`src/rtl/lruht_pkg.sv`:
```
// ----------------------------------------------------------------------------
// lruht_pkg
// Types and constants shared by the handle table modules.
// ----------------------------------------------------------------------------
`default_nettype none

package lruht_pkg;

  localparam int TABLE_ENTRIES_DEF = 8;
  localparam int KEY_W             = 32;
  localparam int SLOT_W            = 3;

  typedef enum logic {
    OP_GET   = 1'b0,
    OP_CLOSE = 1'b1
  } op_t;

  typedef enum logic [1:0] {
    ST_OK           = 2'd0,
    ST_OPEN_FAIL    = 2'd1,
    ST_CLOSE_ABSENT = 2'd2
  } status_t;

  typedef struct packed {
    op_t              operation;
    logic [KEY_W-1:0] key;
    logic             open_ok;
  } req_t;

  typedef struct packed {
    logic              hit;
    logic [SLOT_W-1:0] slot;
    logic              evicted;
    logic [KEY_W-1:0]  evicted_key;
    status_t           status;
  } rsp_t;

endpackage

`default_nettype wire

```
`src/rtl/lruht_lookup.sv`:
```
// ----------------------------------------------------------------------------
// lruht_lookup
// Parallel key match, victim select and free slot search over all entries.
// ----------------------------------------------------------------------------
`default_nettype none

module lruht_lookup
  import lruht_pkg::*;
#(
  parameter int TABLE_ENTRIES = TABLE_ENTRIES_DEF,
  localparam int IDX_W = $clog2(TABLE_ENTRIES),
  localparam int AGE_W = IDX_W
) (
  input  logic [KEY_W-1:0]         key,
  input  logic [KEY_W-1:0]         entry_key   [TABLE_ENTRIES],
  input  logic [TABLE_ENTRIES-1:0] entry_valid,
  input  logic [AGE_W-1:0]         entry_age   [TABLE_ENTRIES],
  output logic                     hit,
  output logic [TABLE_ENTRIES-1:0] hit_sel,
  output logic [IDX_W-1:0]         hit_idx,
  output logic [AGE_W-1:0]         hit_age,
  output logic                     full,
  output logic [TABLE_ENTRIES-1:0] victim_sel,
  output logic [KEY_W-1:0]         victim_key,
  output logic [TABLE_ENTRIES-1:0] free_sel,
  output logic [IDX_W-1:0]         free_idx
);

  localparam logic [AGE_W-1:0] OLDEST_AGE = AGE_W'(TABLE_ENTRIES - 1);

  logic [IDX_W-1:0] victim_idx;

  // Valid keys are distinct, so at most one entry matches; when the table is
  // full the ages are distinct, so exactly one entry holds the oldest age.
  always_comb begin
    hit_sel    = '0;
    hit_idx    = '0;
    hit_age    = '0;
    victim_sel = '0;
    victim_idx = '0;
    victim_key = '0;
    free_sel   = '0;
    free_idx   = '0;
    full       = &entry_valid;
    for (int i = 0; i < TABLE_ENTRIES; i++) begin
      if (entry_valid[i] && entry_key[i] == key) begin
        hit_sel[i] = 1'b1;
        hit_idx    = hit_idx | IDX_W'(i);
        hit_age    = hit_age | entry_age[i];
      end
      if (entry_valid[i] && entry_age[i] == OLDEST_AGE) begin
        victim_sel[i] = 1'b1;
        victim_idx    = victim_idx | IDX_W'(i);
        victim_key    = victim_key | entry_key[i];
      end
    end
    for (int i = TABLE_ENTRIES - 1; i >= 0; i--) begin
      if (!entry_valid[i]) begin
        free_sel    = '0;
        free_sel[i] = 1'b1;
        free_idx    = IDX_W'(i);
      end
    end
    if (full) begin
      free_sel = victim_sel;
      free_idx = victim_idx;
    end
  end

  assign hit = |hit_sel;

endmodule

`default_nettype wire

```
`src/rtl/lruht_store.sv`:
```
// ----------------------------------------------------------------------------
// lruht_store
// Entry keys, valid bits and recency ranks, with their update for one request.
// ----------------------------------------------------------------------------
`default_nettype none

module lruht_store
  import lruht_pkg::*;
#(
  parameter int TABLE_ENTRIES = TABLE_ENTRIES_DEF,
  localparam int AGE_W = $clog2(TABLE_ENTRIES)
) (
  input  logic                     clk,
  input  logic                     rst,
  input  logic                     update,
  input  op_t                      operation,
  input  logic [KEY_W-1:0]         key,
  input  logic                     open_ok,
  input  logic                     hit,
  input  logic [TABLE_ENTRIES-1:0] hit_sel,
  input  logic [AGE_W-1:0]         hit_age,
  input  logic                     full,
  input  logic [TABLE_ENTRIES-1:0] victim_sel,
  input  logic [TABLE_ENTRIES-1:0] free_sel,
  output logic [KEY_W-1:0]         entry_key   [TABLE_ENTRIES],
  output logic [TABLE_ENTRIES-1:0] entry_valid,
  output logic [AGE_W-1:0]         entry_age   [TABLE_ENTRIES]
);

  logic [KEY_W-1:0]         entry_key_next [TABLE_ENTRIES];
  logic [TABLE_ENTRIES-1:0] entry_valid_next;
  logic [AGE_W-1:0]         entry_age_next [TABLE_ENTRIES];
  logic [TABLE_ENTRIES-1:0] keep;

  always_comb begin
    for (int i = 0; i < TABLE_ENTRIES; i++) begin
      entry_key_next[i]   = entry_key[i];
      entry_valid_next[i] = entry_valid[i];
      entry_age_next[i]   = entry_age[i];
      keep[i]             = entry_valid[i] && !(full && victim_sel[i]);
      if (operation == OP_CLOSE) begin
        if (hit) begin
          if (hit_sel[i]) begin
            entry_valid_next[i] = 1'b0;
            entry_age_next[i]   = '0;
          end else if (entry_valid[i] && entry_age[i] > hit_age) begin
            entry_age_next[i] = entry_age[i] - AGE_W'(1);
          end
        end
      end else if (hit) begin
        if (hit_sel[i]) begin
          entry_age_next[i] = '0;
        end else if (entry_valid[i] && entry_age[i] < hit_age) begin
          entry_age_next[i] = entry_age[i] + AGE_W'(1);
        end
      end else begin
        entry_valid_next[i] = keep[i];
        if (!keep[i]) begin
          entry_age_next[i] = '0;
        end
        if (open_ok) begin
          if (free_sel[i]) begin
            entry_key_next[i]   = key;
            entry_valid_next[i] = 1'b1;
            entry_age_next[i]   = '0;
          end else if (keep[i]) begin
            entry_age_next[i] = entry_age[i] + AGE_W'(1);
          end
        end
      end
    end
  end

  always_ff @(posedge clk) begin
    if (rst) begin
      entry_valid <= '0;
      for (int i = 0; i < TABLE_ENTRIES; i++) begin
        entry_age[i] <= '0;
      end
    end else if (update) begin
      entry_valid <= entry_valid_next;
      for (int i = 0; i < TABLE_ENTRIES; i++) begin
        entry_age[i] <= entry_age_next[i];
      end
    end
  end

  always_ff @(posedge clk) begin
    if (update) begin
      for (int i = 0; i < TABLE_ENTRIES; i++) begin
        entry_key[i] <= entry_key_next[i];
      end
    end
  end

endmodule

`default_nettype wire

```
`src/rtl/lru_handle_table.sv`:
```
// ----------------------------------------------------------------------------
// lru_handle_table
// Fully associative least-recently-used table of open handles.
// ----------------------------------------------------------------------------
// A request is taken at a rising edge with start high and busy low. busy is
// never raised, so one request may be issued in every cycle.
// Each request carries an operation (get or close), a 32-bit key and an
// open_ok flag used on a get miss. A get hit makes the key most recent; a get
// miss evicts the least recent entry when the table is full and then inserts
// the key if open_ok is set. A close removes the key if present.
// The request is registered, looked up against all entries combinationally,
// and the response is registered: done pulses for one cycle, with the
// response on result. The table update lands on the same edge as the
// response, so the following request sees it.
// Throughput is one request per cycle, with the key compared against every entry in parallel.
// The receiver cannot hold off responses; each is valid for exactly one cycle.
// Reset empties the table and drops any request in flight.
// ----------------------------------------------------------------------------
`default_nettype none

module lru_handle_table
  import lruht_pkg::*;
#(
  parameter int TABLE_ENTRIES = TABLE_ENTRIES_DEF
) (
  input  logic clk,
  input  logic rst,
  input  logic start,
  output logic busy,
  input  req_t request,
  output logic done,
  output rsp_t result
);

  localparam int IDX_W = $clog2(TABLE_ENTRIES);
  localparam int AGE_W = IDX_W;

  logic                     req_valid;
  req_t                     req;
  rsp_t                     result_next;

  logic [KEY_W-1:0]         entry_key   [TABLE_ENTRIES];
  logic [TABLE_ENTRIES-1:0] entry_valid;
  logic [AGE_W-1:0]         entry_age   [TABLE_ENTRIES];

  logic                     hit;
  logic [TABLE_ENTRIES-1:0] hit_sel;
  logic [IDX_W-1:0]         hit_idx;
  logic [AGE_W-1:0]         hit_age;
  logic                     full;
  logic [TABLE_ENTRIES-1:0] victim_sel;
  logic [KEY_W-1:0]         victim_key;
  logic [TABLE_ENTRIES-1:0] free_sel;
  logic [IDX_W-1:0]         free_idx;

  assign busy = 1'b0;

  always_ff @(posedge clk) begin
    if (rst) begin
      req_valid <= 1'b0;
    end else begin
      req_valid <= start && !busy;
    end
  end

  always_ff @(posedge clk) begin
    if (start && !busy) begin
      req <= request;
    end
  end

  lruht_lookup #(
    .TABLE_ENTRIES(TABLE_ENTRIES)
  ) u_lookup (
    .key        (req.key),
    .entry_key  (entry_key),
    .entry_valid(entry_valid),
    .entry_age  (entry_age),
    .hit        (hit),
    .hit_sel    (hit_sel),
    .hit_idx    (hit_idx),
    .hit_age    (hit_age),
    .full       (full),
    .victim_sel (victim_sel),
    .victim_key (victim_key),
    .free_sel   (free_sel),
    .free_idx   (free_idx)
  );

  lruht_store #(
    .TABLE_ENTRIES(TABLE_ENTRIES)
  ) u_store (
    .clk        (clk),
    .rst        (rst),
    .update     (req_valid),
    .operation  (req.operation),
    .key        (req.key),
    .open_ok    (req.open_ok),
    .hit        (hit),
    .hit_sel    (hit_sel),
    .hit_age    (hit_age),
    .full       (full),
    .victim_sel (victim_sel),
    .free_sel   (free_sel),
    .entry_key  (entry_key),
    .entry_valid(entry_valid),
    .entry_age  (entry_age)
  );

  always_comb begin
    result_next             = '0;
    result_next.hit         = hit;
    result_next.status      = ST_OK;
    if (hit) begin
      result_next.slot = SLOT_W'(hit_idx);
    end else if (req.operation == OP_CLOSE) begin
      result_next.status = ST_CLOSE_ABSENT;
    end else begin
      result_next.slot        = SLOT_W'(free_idx);
      result_next.evicted     = full;
      result_next.evicted_key = full ? victim_key : '0;
      if (!req.open_ok) begin
        result_next.status = ST_OPEN_FAIL;
      end
    end
  end

  always_ff @(posedge clk) begin
    if (rst) begin
      done <= 1'b0;
    end else begin
      done <= req_valid;
    end
  end

  always_ff @(posedge clk) begin
    if (req_valid) begin
      result <= result_next;
    end
  end

endmodule

`default_nettype wire

```
`config.mk`:
```
export PLATFORM = sky130hd
export DESIGN_NAME = lru_handle_table
export DESIGN_NICKNAME = d
export VERILOG_FILES = /design/src/rtl/lruht_pkg.sv /design/src/rtl/lruht_lookup.sv /design/src/rtl/lruht_store.sv /design/src/rtl/lru_handle_table.sv
export SDC_FILE = /design/constraint.sdc
export NUM_CORES = 1
export LEC_CHECK = 0
export CORE_UTILIZATION = 55
export DETAILED_ROUTE_END_ITERATION = 8
export DONT_BUFFER_PORTS = 1
export PLACE_DENSITY_LB_ADDON = 0.05
export SKIP_CTS_REPAIR_TIMING = 1
export SLEW_MARGIN = 20
export SYNTH_ARGS = -nofsm -noshare
export SYNTH_HDL_FRONTEND = slang
export SYNTH_HIERARCHICAL = 1
export SYNTH_SLANG_ARGS = --single-unit
```
`constraint.sdc`:
```
create_clock -name clk -period 5.2 [get_ports clk]
set_input_delay 0.26 -clock clk [delete_from_list [all_inputs] [get_ports clk]]
set_output_delay 0.26 -clock clk [all_outputs]
set_load 0.05 [all_outputs]
```
==> impl_metrics.json <==
{
  "synth.top_cell.area_share_pct": 53.3,
  "min_period_over_period_pct": 95.1,
  "r2r_end": "result[18]",
  "syn_area_sq_um": 18500,
  "r2r-start": "req[23]",
  "final_util_pct": 62.9,
  "dieArea_sq_um": 34400,
  "crit_fanout": 18,
  "synth_xor_area_share_pct": 12.2,
  "area_growth_pct": 11.5,
  "wirelength_um": 59500,
  "layout_min_cycle_time_ns": 4.94,
  "ys.flop_type": "edfxtp_1",
  "cts.sinks": 363,
  "cp_data_arrival_time_ns": 5.34,
  "async_flop_share_pct": 0,
  "gr-usage-all-layers_pct": 34.6,
  "critPathLaunchType": "flop",
  "cts_root_buffer": "clkbuf_16",
  "ir_worst_vdd_uv": 373,
  "hold_depth": 2,
  "coreArea_sq_um": 32900,
  "routed-via-count": 13400,
  "sw_frac_of_total_pct": 24.3,
  "drc_errors": 0,
  "path_clk_slew_ns": 0.06,
  "worst_r2r_path_depth": 10,
  "synth_top_family_by_area": "XOR/XNOR gates",
  "hp-start": "rst",
  "hold_violations": 0,
  "crit_chain": "xor2_1 -> nor4_1 -> and3_4 -> and4_4 -> a2111o_1 -> or4_1 -> buf_4 -> nor3b_4 -> buf_4 -> and2_1",
  "initial_core_util_pct": 56.4,
  "fin_worst_skew_ns": 0.0317,
  "yosys.cell_types.count": 80,
  "r2r_slack_ns": 0.26,
  "ant_nets": 0,
  "yosysSeqAreaShare_pct": 57.0,
  "cp-end-kind": "flop",
  "setup_tns_ns": 0,
  "final_nets": 1587,
  "grt_first_pass_wirelength_um": 84600,
  "cts.path.max_buffers": 3,
  "synth_mux_area_share_pct": 0.499,
  "p_total_uw": 6550,
  "htree_levels": 2,
  "setup_viol": 0,
  "crit_end": "result[18]",
  "intPower_uw": 4950,
  "die-height_um": 186,
  "fmax_ghz": 0.202,
  "relSlewSlack_pct": 19.1,
  "ioPinCount": 78,
  "leakagePower_uw": 0.00663,
  "yosys_warnings": 6,
  "synth-compound-area-share_pct": 12.0,
  "tightest_slew_ns": 1.21,
  "cts_buffers": 40,
  "p_sw_uw": 1590,
  "syn_nets": 1551,
  "yosys.area_share.simple_pct": 11.9,
  "grt-ovfl-total": 0,
  "finalWorstSetupSlack_ns": 0.255,
  "wl_per_cell_um": 30.0,
  "drt-pass1-iter-count": 5,
  "outcome": "finished clean",
  "synth_enable_flop_cells": 329,
  "critical_path.slowest_cell": "or4_1",
  "power_density_nw_per_um2": 317,
  "avgSynthCellArea_sq_um": 12.6,
  "rsz0062_at_grt": "no",
  "dpl_worst_slack_ns": 0.376,
  "num_antenna_cells": 0,
  "maxCapViolations": 0,
  "critical_path.most_common_cell": "buf_4",
  "place.detailed.hpwl_um": 39200,
  "place.gp.congestion": 0.983,
  "cts_tree": "built",
  "yosysTopAreaCell": "edfxtp_1",
  "num-fill-cells": 2663,
  "drive_gt1_share_pct": 9.73,
  "synth.top_cells.by_area": "edfxtp_1 (53%), xnor2_1 (8.8%), a22oi_1 (4.4%)",
  "clockPowerShare_pct": 41.4,
  "max_stage_delay_ns": 0.80,
  "hold_path.class": "input port to flop",
  "critPathLaunch": "req[23]",
  "avgViaCountPerCell": 6.75,
  "syn_inst": 1474,
  "worst_ep_required_time_ns": 5.60,
  "comb_power_share_pct": 6.5,
  "synth_fa_ha_area_share_pct": 2.70,
  "antenna_found_initial": 1,
  "clk_latency_ns": 0.56,
  "seqPwrFrac_pct": 52.0,
  "die_w_um": 186,
  "criticalPathCategory": "flop to flop",
  "drtIter0Drc": 1922,
  "ys_ff_latch": 363,
  "core.rowCount": 66,
  "grt_max_degree": 42,
  "io_buffer_count": 0,
  "final_max_slew_viol_count": 0,
  "grt_pass1_vias": 12100
}
==> sequential cells by signal, indices dropped and copies added (netlist names) <==
signal and cells:
result 39, req 34, u_store/entry_key 256, req_valid 1, u_store/entry_age 24, done 1
u_store/entry_valid 8
==> logic make-up (layout without fill, tap and decap cells) <==
family                   Yosys count  count (layout)
multiplexers                       9               9
flip-flops                       363             363
adder cells (fa/ha/maj)           40              40
AND/OR/NAND/NOR                  383             383
AO/OA/AOI/OAI                    291             291
XOR/XNOR                         259             259
buffers and inverters            128             195
other                              1               1
==> synthesized netlist by cell type (12+ instances only) <==
| cell | instances |
|---|---|
| a21oi_1 | 22 |
| a221oi_1 | 24 |
| a22oi_1 | 109 |
| and2_1 | 25 |
| and2_2 | 12 |
| and3_1 | 21 |
| buf_4 | 29 |
| clkbuf_1 | 37 |
| dfxtp_1 | 34 |
| edfxtp_1 | 329 |
| ha_1 | 40 |
| inv_1 | 39 |
| nand2_1 | 57 |
| nand3_1 | 42 |
| nand4_1 | 78 |
| nor2_1 | 33 |
| nor3_1 | 20 |
| nor4_1 | 28 |
| o21ai_0 | 26 |
| o22ai_1 | 12 |
| o32ai_1 | 12 |
| xnor2_1 | 186 |
| xor2_1 | 73 |
==> power by group through the flow <==
stage / Clock, uW / Combinational, uW / Sequential (uW)
detailed placement: 0 / 374 / 3470
global route: 2860 / 444 / 3420
finish: 2710 / 428 / 3410
CTS: 2740 / 377 / 3410
floorplan: 0 / 315 / 3380
global placement: 0 / 375 / 3460
==> worst min-delay path by stage <==
stage | to | slack, ns
after CTS | req_valid | -0.23
after global routing | done | 0.03
after global placement | req_valid | 0.33
after detailed placement | req_valid | 0.33
final | done | 0.03
after floorplan | done | 0.33
==> cell usage in the layout, fill, tap and decap left out, types with 7 or more instances in the layout <==
cell	count
nand3b_1	8
and2_2	12
nor2b_1	9
nand2_1	57
mux2i_1	7
nor3_1	19
ha_1	40
and2_1	25
buf_4	34
nand3_1	42
a21oi_1	22
xor2_1	73
a221oi_1	24
nand4_1	78
o32ai_1	12
o31ai_1	7
clkinv_1	9
o22ai_1	12
o21ai_0	26
nor3b_1	7
and3_2	8
buf_12	9
a21boi_0	7
clkbuf_1	14
a22o_1	10
inv_1	39
edfxtp_1	329
dfxtp_1	33
clkbuf_16	40
dlygate4sd3_1	36
and3_1	13
nor4_1	27
nand2b_1	7
nor2_1	33
a22oi_1	109
xnor2_1	186
==> metrics by stage <==
stage | hold slack, ns | cell area (sq um) | std cells
6_report | 0.0277 | 20700 | 1983
5_1_grt | 0.0270 | 20700 | 1983
2_1_floorplan | 0.332 | 18500 | 1474
4_1_cts | -0.227 | 20300 | 1945
3_5_place_dp | 0.333 | 19000 | 1872
3_3_place_gp | 0.331 | 19000 | 1872
==> per-layer routing <==
metal / track usage, % / vias to the layer above / part of all wire [%] / wire, um
met5: 0 / - / 0 / 0
met4: 15.0 / 0 / 4.7 / 2810
met3: 5.52 / 129 / 10 / 6010
met2: 51.7 / 831 / 44 / 26200
met1: 50.0 / 6666 / 41 / 24500
li1: - / 5759 / - / -
==> critical path, delay by kind of cell (launching register included) <==
family          cells  cell delay, ns
simple gates        6            2.34
flops               1            0.75
compound gates      1            0.40
buf+inv             2            0.69
xor+xnor            1            0.59
==> area by class of cell <==
| cell class | count | area (sq um) | area share [%] |
|---|---|---|---|
| Timing Repair Buffer | 80 | 823 | 3.98 |
| Clock inverter | 19 | 191 | 0.926 |
| Sequential cell | 363 | 10600 | 51.1 |
| Inverter | 42 | 158 | 0.762 |
| Clock buffer | 54 | 1050 | 5.10 |
| Multi-Input combinational cell | 983 | 7340 | 35.5 |
| Tap cell | 442 | 553 | 2.67 |
Note: power is estimated with default switching activity, not from simulation.
